`config.mk`:
```
export PLATFORM = sky130hd
export DESIGN_NAME = sync_length_frame_deframer_core
export DESIGN_NICKNAME = d
export VERILOG_FILES = /design/src/sv/slfd_pkg.sv /design/src/sv/slfd_ram.sv /design/src/sv/slfd_ctrl.sv /design/src/sv/slfd_datapath.sv /design/src/sv/sync_length_frame_deframer_core.sv
export SDC_FILE = /design/constraint.sdc
export NUM_CORES = 1
export LEC_CHECK = 0
export ABC_CLOCK_PERIOD_IN_PS = 7900
export BUFFER_PORTS_ARGS = -buffer_cell sky130_fd_sc_hd__buf_2
export CAP_MARGIN = 20
export CORE_ASPECT_RATIO = 2
export CORE_MARGIN = 2
export CORE_UTILIZATION = 65
export CTS_BUF_LIST = sky130_fd_sc_hd__clkbuf_8 sky130_fd_sc_hd__clkbuf_16
export DETAILED_ROUTE_END_ITERATION = 8
export PLACE_DENSITY = 0.82
export REMOVE_ABC_BUFFERS = 1
export SLEW_MARGIN = 25
export SYNTH_ARGS = -nofsm -noshare
export SYNTH_HDL_FRONTEND = slang
export SYNTH_SLANG_ARGS = --single-unit
```
`constraint.sdc`:
```
create_clock -name clk -period 7.9 [get_ports clk]
set_clock_uncertainty 0.1 [all_clocks]
set_input_delay 1.58 -clock clk [delete_from_list [all_inputs] [get_ports clk]]
set_output_delay 1.58 -clock clk [all_outputs]
set_load 0.02 [all_outputs]
```
`src/sv/slfd_pkg.sv`:
```
`timescale 1ns / 1ps
`default_nettype none

package slfd_pkg;

  // default payload buffer depth in bytes
  localparam int PAYLOAD_DEPTH_DEF = 64;

  // configuration register indexes
  localparam logic [1:0] REG_SYNC_FIRST   = 2'd0;
  localparam logic [1:0] REG_SYNC_SECOND  = 2'd1;
  localparam logic [1:0] REG_FWD_CHANNEL  = 2'd2;
  localparam logic [1:0] REG_LENGTH_LIMIT = 2'd3;

  // configuration reset values
  localparam logic [7:0] SYNC_FIRST_RST   = 8'd0;
  localparam logic [7:0] SYNC_SECOND_RST  = 8'd0;
  localparam logic [7:0] FWD_CHANNEL_RST  = 8'd0;
  localparam logic [6:0] LENGTH_LIMIT_RST = 7'd64;

  // item opcodes
  localparam logic OP_BYTE      = 1'b0;
  localparam logic OP_LINK_LOST = 1'b1;

  // input beat
  typedef struct packed {
    logic       opcode;
    logic [7:0] rx_byte;
  } slfd_in_t;

  // result beat
  typedef struct packed {
    logic [7:0] payload_byte;
    logic       frame_last;
  } slfd_out_t;

  // controller to datapath
  typedef struct packed {
    logic cap_chan;
    logic cap_len_low;
    logic start_frame;
    logic store_byte;
    logic replay_en;
  } slfd_cmd_t;

  // datapath to controller
  typedef struct packed {
    logic is_sync1;
    logic is_sync2;
    logic len_ok;
    logic frame_done;
    logic chan_match;
    logic replay_end;
  } slfd_sts_t;

endpackage

`default_nettype wire

```
`src/sv/slfd_ram.sv`:
```
`timescale 1ns / 1ps
`default_nettype none

module slfd_ram #(
  parameter int WIDTH = 8,
  parameter int DEPTH = 64,
  localparam int AW = (DEPTH > 1) ? $clog2(DEPTH) : 1
) (
  input  logic             clk,
  input  logic             we,
  input  logic [AW-1:0]    waddr,
  input  logic [WIDTH-1:0] wdata,
  input  logic             re,
  input  logic [AW-1:0]    raddr,
  output logic [WIDTH-1:0] rdata
);

  logic [WIDTH-1:0] mem [DEPTH];

  // single write port, registered read that holds when not enabled
  always_ff @(posedge clk) begin
    if (we) begin
      mem[waddr] <= wdata;
    end
    if (re) begin
      rdata <= mem[raddr];
    end
  end

endmodule

`default_nettype wire

```
`src/sv/slfd_ctrl.sv`:
```
`timescale 1ns / 1ps
`default_nettype none

module slfd_ctrl
  import slfd_pkg::*;
(
  input  logic      clk,
  input  logic      rst,
  input  logic      item_valid,
  input  logic      opcode,
  output logic      item_stall,
  input  slfd_sts_t sts,
  output slfd_cmd_t cmd
);

  localparam logic [2:0] ST_HUNT1  = 3'd0;
  localparam logic [2:0] ST_HUNT2  = 3'd1;
  localparam logic [2:0] ST_CHAN   = 3'd2;
  localparam logic [2:0] ST_LENL   = 3'd3;
  localparam logic [2:0] ST_LENH   = 3'd4;
  localparam logic [2:0] ST_DATA   = 3'd5;
  localparam logic [2:0] ST_REPLAY = 3'd6;

  logic [2:0] state;
  logic [2:0] state_next;
  logic       accept;

  // input is held off only while the buffer is being replayed
  assign item_stall = (state == ST_REPLAY);
  assign accept     = item_valid && !item_stall;

  // next state and commands
  always_comb begin
    state_next = state;
    cmd        = '0;
    if (state == ST_REPLAY) begin
      cmd.replay_en = 1'b1;
      if (sts.replay_end) begin
        state_next = ST_HUNT1;
      end
    end else if (accept) begin
      if (opcode == OP_LINK_LOST) begin
        state_next = ST_HUNT1;
      end else begin
        case (state)
          ST_HUNT2: begin
            if (sts.is_sync2) begin
              state_next = ST_CHAN;
            end else if (sts.is_sync1) begin
              state_next = ST_HUNT2;
            end else begin
              state_next = ST_HUNT1;
            end
          end
          ST_CHAN: begin
            cmd.cap_chan = 1'b1;
            state_next   = ST_LENL;
          end
          ST_LENL: begin
            cmd.cap_len_low = 1'b1;
            state_next      = ST_LENH;
          end
          ST_LENH: begin
            cmd.start_frame = 1'b1;
            state_next      = sts.len_ok ? ST_DATA : ST_HUNT1;
          end
          ST_DATA: begin
            cmd.store_byte = 1'b1;
            if (sts.frame_done) begin
              state_next = sts.chan_match ? ST_REPLAY : ST_HUNT1;
            end
          end
          default: begin
            state_next = sts.is_sync1 ? ST_HUNT2 : ST_HUNT1;
          end
        endcase
      end
    end
  end

  // state register
  always_ff @(posedge clk) begin
    if (rst) begin
      state <= ST_HUNT1;
    end else begin
      state <= state_next;
    end
  end

endmodule

`default_nettype wire

```
`src/sv/slfd_datapath.sv`:
```
`timescale 1ns / 1ps
`default_nettype none

module slfd_datapath
  import slfd_pkg::*;
#(
  parameter int PAYLOAD_DEPTH = PAYLOAD_DEPTH_DEF,
  localparam int AW = (PAYLOAD_DEPTH > 1) ? $clog2(PAYLOAD_DEPTH) : 1,
  localparam int CW = $clog2(PAYLOAD_DEPTH + 1),
  localparam int IW = CW + 1
) (
  input  logic       clk,
  input  logic       rst,
  input  logic       cfg_write,
  input  logic [1:0] cfg_index,
  input  logic [7:0] cfg_data,
  input  logic [7:0] rx_byte,
  input  slfd_cmd_t  cmd,
  output slfd_sts_t  sts,
  output logic       result_valid,
  input  logic       result_stall,
  output slfd_out_t  result
);

  // configuration registers
  logic [7:0] sync_first;
  logic [7:0] sync_second;
  logic [7:0] fwd_channel;
  logic [6:0] length_limit;

  // frame registers
  logic [7:0]    frame_channel;
  logic [7:0]    len_low;
  logic [CW-1:0] frame_len;
  logic [CW-1:0] stored_cnt;

  // replay registers
  logic [AW-1:0] rd_idx;
  logic          rd_pending;
  logic          rd_last;
  logic [7:0]    rd_data;

  logic [7:0] eff_limit;
  logic       move;
  logic       ren;
  logic       idx_is_last;

  always_ff @(posedge clk) begin
    if (rst) begin
      sync_first   <= SYNC_FIRST_RST;
      sync_second  <= SYNC_SECOND_RST;
      fwd_channel  <= FWD_CHANNEL_RST;
      length_limit <= LENGTH_LIMIT_RST;
    end else if (cfg_write) begin
      case (cfg_index)
        REG_SYNC_FIRST:   sync_first   <= cfg_data;
        REG_SYNC_SECOND:  sync_second  <= cfg_data;
        REG_FWD_CHANNEL:  fwd_channel  <= cfg_data;
        REG_LENGTH_LIMIT: length_limit <= cfg_data[6:0];
        default: ;
      endcase
    end
  end

  // limit saturated to the buffer depth
  assign eff_limit = ({1'b0, length_limit} > 8'(PAYLOAD_DEPTH)) ? 8'(PAYLOAD_DEPTH)
                                                                : {1'b0, length_limit};

  // status toward the controller
  assign sts.is_sync1   = (rx_byte == sync_first);
  assign sts.is_sync2   = (rx_byte == sync_second);
  assign sts.len_ok     = (rx_byte == 8'd0) && (len_low != 8'd0) && (len_low <= eff_limit);
  assign sts.frame_done = ((IW'(stored_cnt) + IW'(1)) == IW'(frame_len));
  assign sts.chan_match = (frame_channel == fwd_channel);
  assign idx_is_last    = ((IW'(rd_idx) + IW'(1)) == IW'(frame_len));
  assign sts.replay_end = ren && idx_is_last;

  // header capture and store count
  always_ff @(posedge clk) begin
    if (cmd.cap_chan) begin
      frame_channel <= rx_byte;
    end
    if (cmd.cap_len_low) begin
      len_low <= rx_byte;
    end
    if (cmd.start_frame) begin
      frame_len  <= len_low[CW-1:0];
      stored_cnt <= '0;
    end else if (cmd.store_byte) begin
      stored_cnt <= stored_cnt + CW'(1);
    end
  end

  // payload buffer
  slfd_ram #(
    .WIDTH (8),
    .DEPTH (PAYLOAD_DEPTH)
  ) u_ram (
    .clk   (clk),
    .we    (cmd.store_byte),
    .waddr (stored_cnt[AW-1:0]),
    .wdata (rx_byte),
    .re    (ren),
    .raddr (rd_idx),
    .rdata (rd_data)
  );

  // replay: read data waits in the ram output until the result register takes it
  assign move = rd_pending && (!result_valid || !result_stall);
  assign ren  = cmd.replay_en && (!rd_pending || move);

  always_ff @(posedge clk) begin
    if (rst) begin
      rd_idx       <= '0;
      rd_pending   <= 1'b0;
      rd_last      <= 1'b0;
      result_valid <= 1'b0;
    end else begin
      if (ren) begin
        rd_pending <= 1'b1;
        rd_last    <= idx_is_last;
        rd_idx     <= idx_is_last ? '0 : rd_idx + AW'(1);
      end else if (move) begin
        rd_pending <= 1'b0;
      end
      if (move) begin
        result_valid <= 1'b1;
      end else if (!result_stall) begin
        result_valid <= 1'b0;
      end
    end
  end

  // result beat payload
  always_ff @(posedge clk) begin
    if (move) begin
      result.payload_byte <= rd_data;
      result.frame_last   <= rd_last;
    end
  end

endmodule

`default_nettype wire

```
`src/sv/sync_length_frame_deframer_core.sv`:
```
`timescale 1ns / 1ps
`default_nettype none

// Deframer for a byte stream: hunts for a two-byte sync word, then takes a
// channel byte and a 16-bit little-endian length, stores the payload in a
// PAYLOAD_DEPTH-byte buffer and, for frames on the forwarded channel, replays
// it as result beats with frame_last on the final byte. Frames with a zero
// length or one above the limit are dropped; a link-lost beat returns to
// hunting. Input beats are taken one per cycle except during replay: after the
// last byte of a forwarded frame the input is stalled while the payload is
// read back through the buffer's single read port, and the read-back waits
// while the result side stalls.
// No clearing pass is needed after reset.

module sync_length_frame_deframer_core
  import slfd_pkg::*;
#(
  parameter int PAYLOAD_DEPTH = PAYLOAD_DEPTH_DEF
) (
  input  logic       clk,
  input  logic       rst,
  input  logic       item_valid,
  output logic       item_stall,
  input  slfd_in_t   item,
  output logic       result_valid,
  input  logic       result_stall,
  output slfd_out_t  result,
  input  logic       cfg_write,
  input  logic [1:0] cfg_index,
  input  logic [7:0] cfg_data
);

  slfd_cmd_t cmd;
  slfd_sts_t sts;

  // frame state machine
  slfd_ctrl u_ctrl (
    .clk        (clk),
    .rst        (rst),
    .item_valid (item_valid),
    .opcode     (item.opcode),
    .item_stall (item_stall),
    .sts        (sts),
    .cmd        (cmd)
  );

  // registers, buffer and replay
  slfd_datapath #(
    .PAYLOAD_DEPTH (PAYLOAD_DEPTH)
  ) u_datapath (
    .clk          (clk),
    .rst          (rst),
    .cfg_write    (cfg_write),
    .cfg_index    (cfg_index),
    .cfg_data     (cfg_data),
    .rx_byte      (item.rx_byte),
    .cmd          (cmd),
    .sts          (sts),
    .result_valid (result_valid),
    .result_stall (result_stall),
    .result       (result)
  );

endmodule

`default_nettype wire

```
==> summary.txt <==
Pwr
  • Pleak: 7.96 nW
  • Logic pwr share: 1.8%
  • Clk pwr share: a little under 40%
  • Sw Share: 19.5%
  • Sequential share of power: 59.4%
  • Internal power: 4.73 mW
  • Pwr dens: 227 nW/um2
  • Max VDD drop: between 0.00015 and 0.0002 V
  • P_sw: 1.14 mW
  • Pwr Total: 5.87 mW

Worst setup path
  • Crit Path Max Fanout: 8
  • Critical path startpoint category: input pin
  • Worst Path Required: around 8 ns
  • CP dominant cell by count: nor2_1
  • Worst stage delay on the critical path: around 0.84 ns
  • Cell family with most CP delay: simple AND/OR/NAND/NOR gates
  • Cell Chain, Critical Path: buf_2 -> nand2b_1 -> nor2_1 -> nand3_1 -> nor2_1
  • Buf/Inv on CP: 1
  • Crit path capture type: register
  • CP Class: input pin to register
  • Worst Path Arrival: a little over 4 ns
  • Highest-delay cell along the critical path: nor2_1

Final layout
  • Fin nets: ~1300
  • Most frequent cells in the layout: 552 x edfxtp_1, 163 x mux4_2, 118 x nor2_1
  • Multi-input logic area: between 5000 and 6000 um2
  • Diodes inserted: 0
  • Fin cells: approximately 1700
  • Layout cells sized above 1: between 20% and 30%
  • Commonest non-fill, non-tap cell in the layout: edfxtp_1
  • Design area: 25900 um2
  • Flip-flop and latch area: around 18000 um2
  • Filler cells: 2113
  • P&R area growth vs syn: 8.71%

CTS
  • TritonCTS Sinks: ~600
  • CTS clock-pin slew for the worst setup and hold paths: 0.07 ns
  • Clk buf depth: 3
  • CTS tree: built
  • Post_cts resized: 0
  • Post-CTS Setup Repair Bufs: 0
  • # H-tree levels: 2
  • Skew-Pair Late Insertion Delay: 0.57 ns
  • Post-CTS Hold Fix Bufs: 0
  • CTS root buf: clkbuf_16
  • TritonCTS Buffers: 47

Global route
  • Initial antenna violation count: 0
  • Global route overflow: 0
  • Largest net degree at the start of global routing: 113
  • First-pass GRT wire length: 80.5 mm
  • Overall routing resource usage: 29.4%
  • Number of global-route vias before repair: ~12000

Synthesis
  • Synth Register Bits: 602
  • Avg Cell Area, Syn: 19.8 um2
  • Synth cell types: between 40 and 50
  • Top cell type's share of synthesized area: 69.7%
  • Post-synth EDFFs: 552
  • Area leader, netlist: edfxtp_1
  • Post-Syn Area: 23800 um2
  • Post-synthesis sequential area ratio: 73.9%
  • Cell count after synthesis: roughly 1200
  • Top FF cell, synth: edfxtp_1
  • Top post-synthesis cells by area: edfxtp_1 70%, mux4_2 15%, dfxtp_1 4.2%, nor2_1 1.9%, mux2i_1 1.4%
  • Ys Warns: 0
  • Fraction of registers with async set/reset: 0%

Detailed routing
  • DRT Wirelength: about 55 mm
  • WL per Instance: 31.9 um
  • Met2 Wirelength: 29.9 mm
  • Drt first-iter violations: roughly 1300
  • DR WL met3: 3.19 mm
  • DR vias: 11874
  • Met1 wire length: between 15 and 20 mm
  • Top Layer Used: met4
  • Routed vias/inst: 6.89
  • DRC errors left: 0
  • Detailed Routing Iterations Pass 1: 5
  • Post-route antenna net violation count: 0

Timing
  • Crit path time final: between 3 and 4 ns
  • Setup violators final: 0
  • Hold Worst Slack: 0.321 ns
  • Final Hold Vio Count: 0
  • Fin crit share: 49.9%
  • Slew HR: 31.2%
  • RSZ-0062 raised after global routing: false
  • Max Transition Viols Final: 0
  • F_max: 254 MHz
  • Worst-Margin Slew: 1.03 ns
  • Setup_tns: 0 ns

Placed design
  • HPWL after DPL: roughly 34 mm
  • GP Congestion: 0.985
  • PortBufs: 34
  • Placed cell areas: 24400 um2
  • Placed insts: 1641

Die
  • Die X: 139 um
  • Die ar.: 38200 um2
  • Die height: 275 um
  • Cell row count: 99
  • Total core area: 36300 um2
  • IO Pins: 35
  • Initial cell density of the core: 65.5%

Worst hold path
  • Min-delay worst type: register to register

Outcome
  • Status: completed

Job
  • Max_cap viols: 0
[state kept, by name, indices dropped and copies added, names as in the netlist]
register / flops
u_datapath.rd_last: 1
u_datapath.result_valid: 1
u_datapath.u_ram.rdata: 8
u_ctrl.state: 3
u_datapath.fwd_channel: 8
u_datapath.stored_cnt: 7
u_datapath.rd_idx: 6
u_datapath.u_ram.mem: 512
u_datapath.len_low: 8
u_datapath.length_limit: 7
u_datapath.sync_second: 8
u_datapath.frame_channel: 8
u_datapath.rd_pending: 1
u_datapath.sync_first: 8
u_datapath.frame_len: 7
u_datapath.result: 9
[cell families after synthesis]
kind of cell	count (synthesis)	share of synthesized area, %
mux	197	16.9
xor+xnor	48	1.77
flops	602	73.9
fa+ha+maj	9	0.473
buf+inv	73	1.36
simple gates	216	4.21
compound gates	54	1.42
[through the flow]
stage | utilization (%) | worst slack (ns)
2_1_floorplan | - | 0.304
3_3_place_gp | 67.2 | 3.60
3_5_place_dp | 67.2 | 3.46
4_1_cts | 71.2 | 4.05
5_1_grt | 71.2 | 3.89
6_report | 71.2 | 3.96
[layout make-up]
| type | instances | area share [%] |
|---|---|---|
| clock buffer | 50 | 4.80 |
| clock inverter | 33 | 0.866 |
| inverter | 11 | 0.160 |
| multi-input combinational | 524 | 22.8 |
| sequential | 602 | 68.0 |
| tap | 454 | 2.20 |
| timing repair buffer | 50 | 1.17 |
[synthesized netlist by cell type (all sizes together) (2+ instances only)]
cell	instances
mux2i	34
nand3b	5
a311oi	2
edfxtp	552
inv	10
buf	28
nor2b	9
nor3	4
nand4	9
o2111ai	2
xor2	20
nor3b	4
nor4	11
clkbuf	34
ha	9
mux4	163
xnor2	28
nand2b	3
nand3	14
nand2	24
a21oi	21
o21ai	10
or3b	2
nor2	118
a211oi	8
dfxtp	50
a21boi	2
or3	7
[power by group through the flow]
stage | sequential, mW | clock (mW) | combinational (mW)
2_1_floorplan | 3.55 | 0 | 0.0290
3_3_place_gp | 3.55 | 0 | 0.106
3_5_place_dp | 3.55 | 0 | 0.108
4_1_cts | 3.48 | 2.30 | 0.109
5_1_grt | 3.48 | 2.40 | 0.116
6_report | 3.48 | 2.28 | 0.108
[final timing paths]
kind	cells after the start	start	slack, ns	to
min reg2reg	0	u_datapath.u_ram.rdata[3]	0.32	u_datapath.result[4]
max reg2reg	5	u_datapath.rd_idx[1]	4.04	u_datapath.u_ram.rdata[6]
max	5	item[8]	3.96	u_datapath.u_ram.mem[36][1]
min	0	u_datapath.u_ram.rdata[3]	0.32	u_datapath.result[4]
[layer usage]
| metal | vias up | GRT usage [%] |
|---|---|---|
| met1 | 6183 | 35.0 |
| met5 | - | 0 |
| met4 | 0 | 16.8 |
| li1 | 4913 | - |
| met2 | 628 | 52.4 |
| met3 | 150 | 3.04 |
No activity file was read; power rests on OpenSTA's default activity.
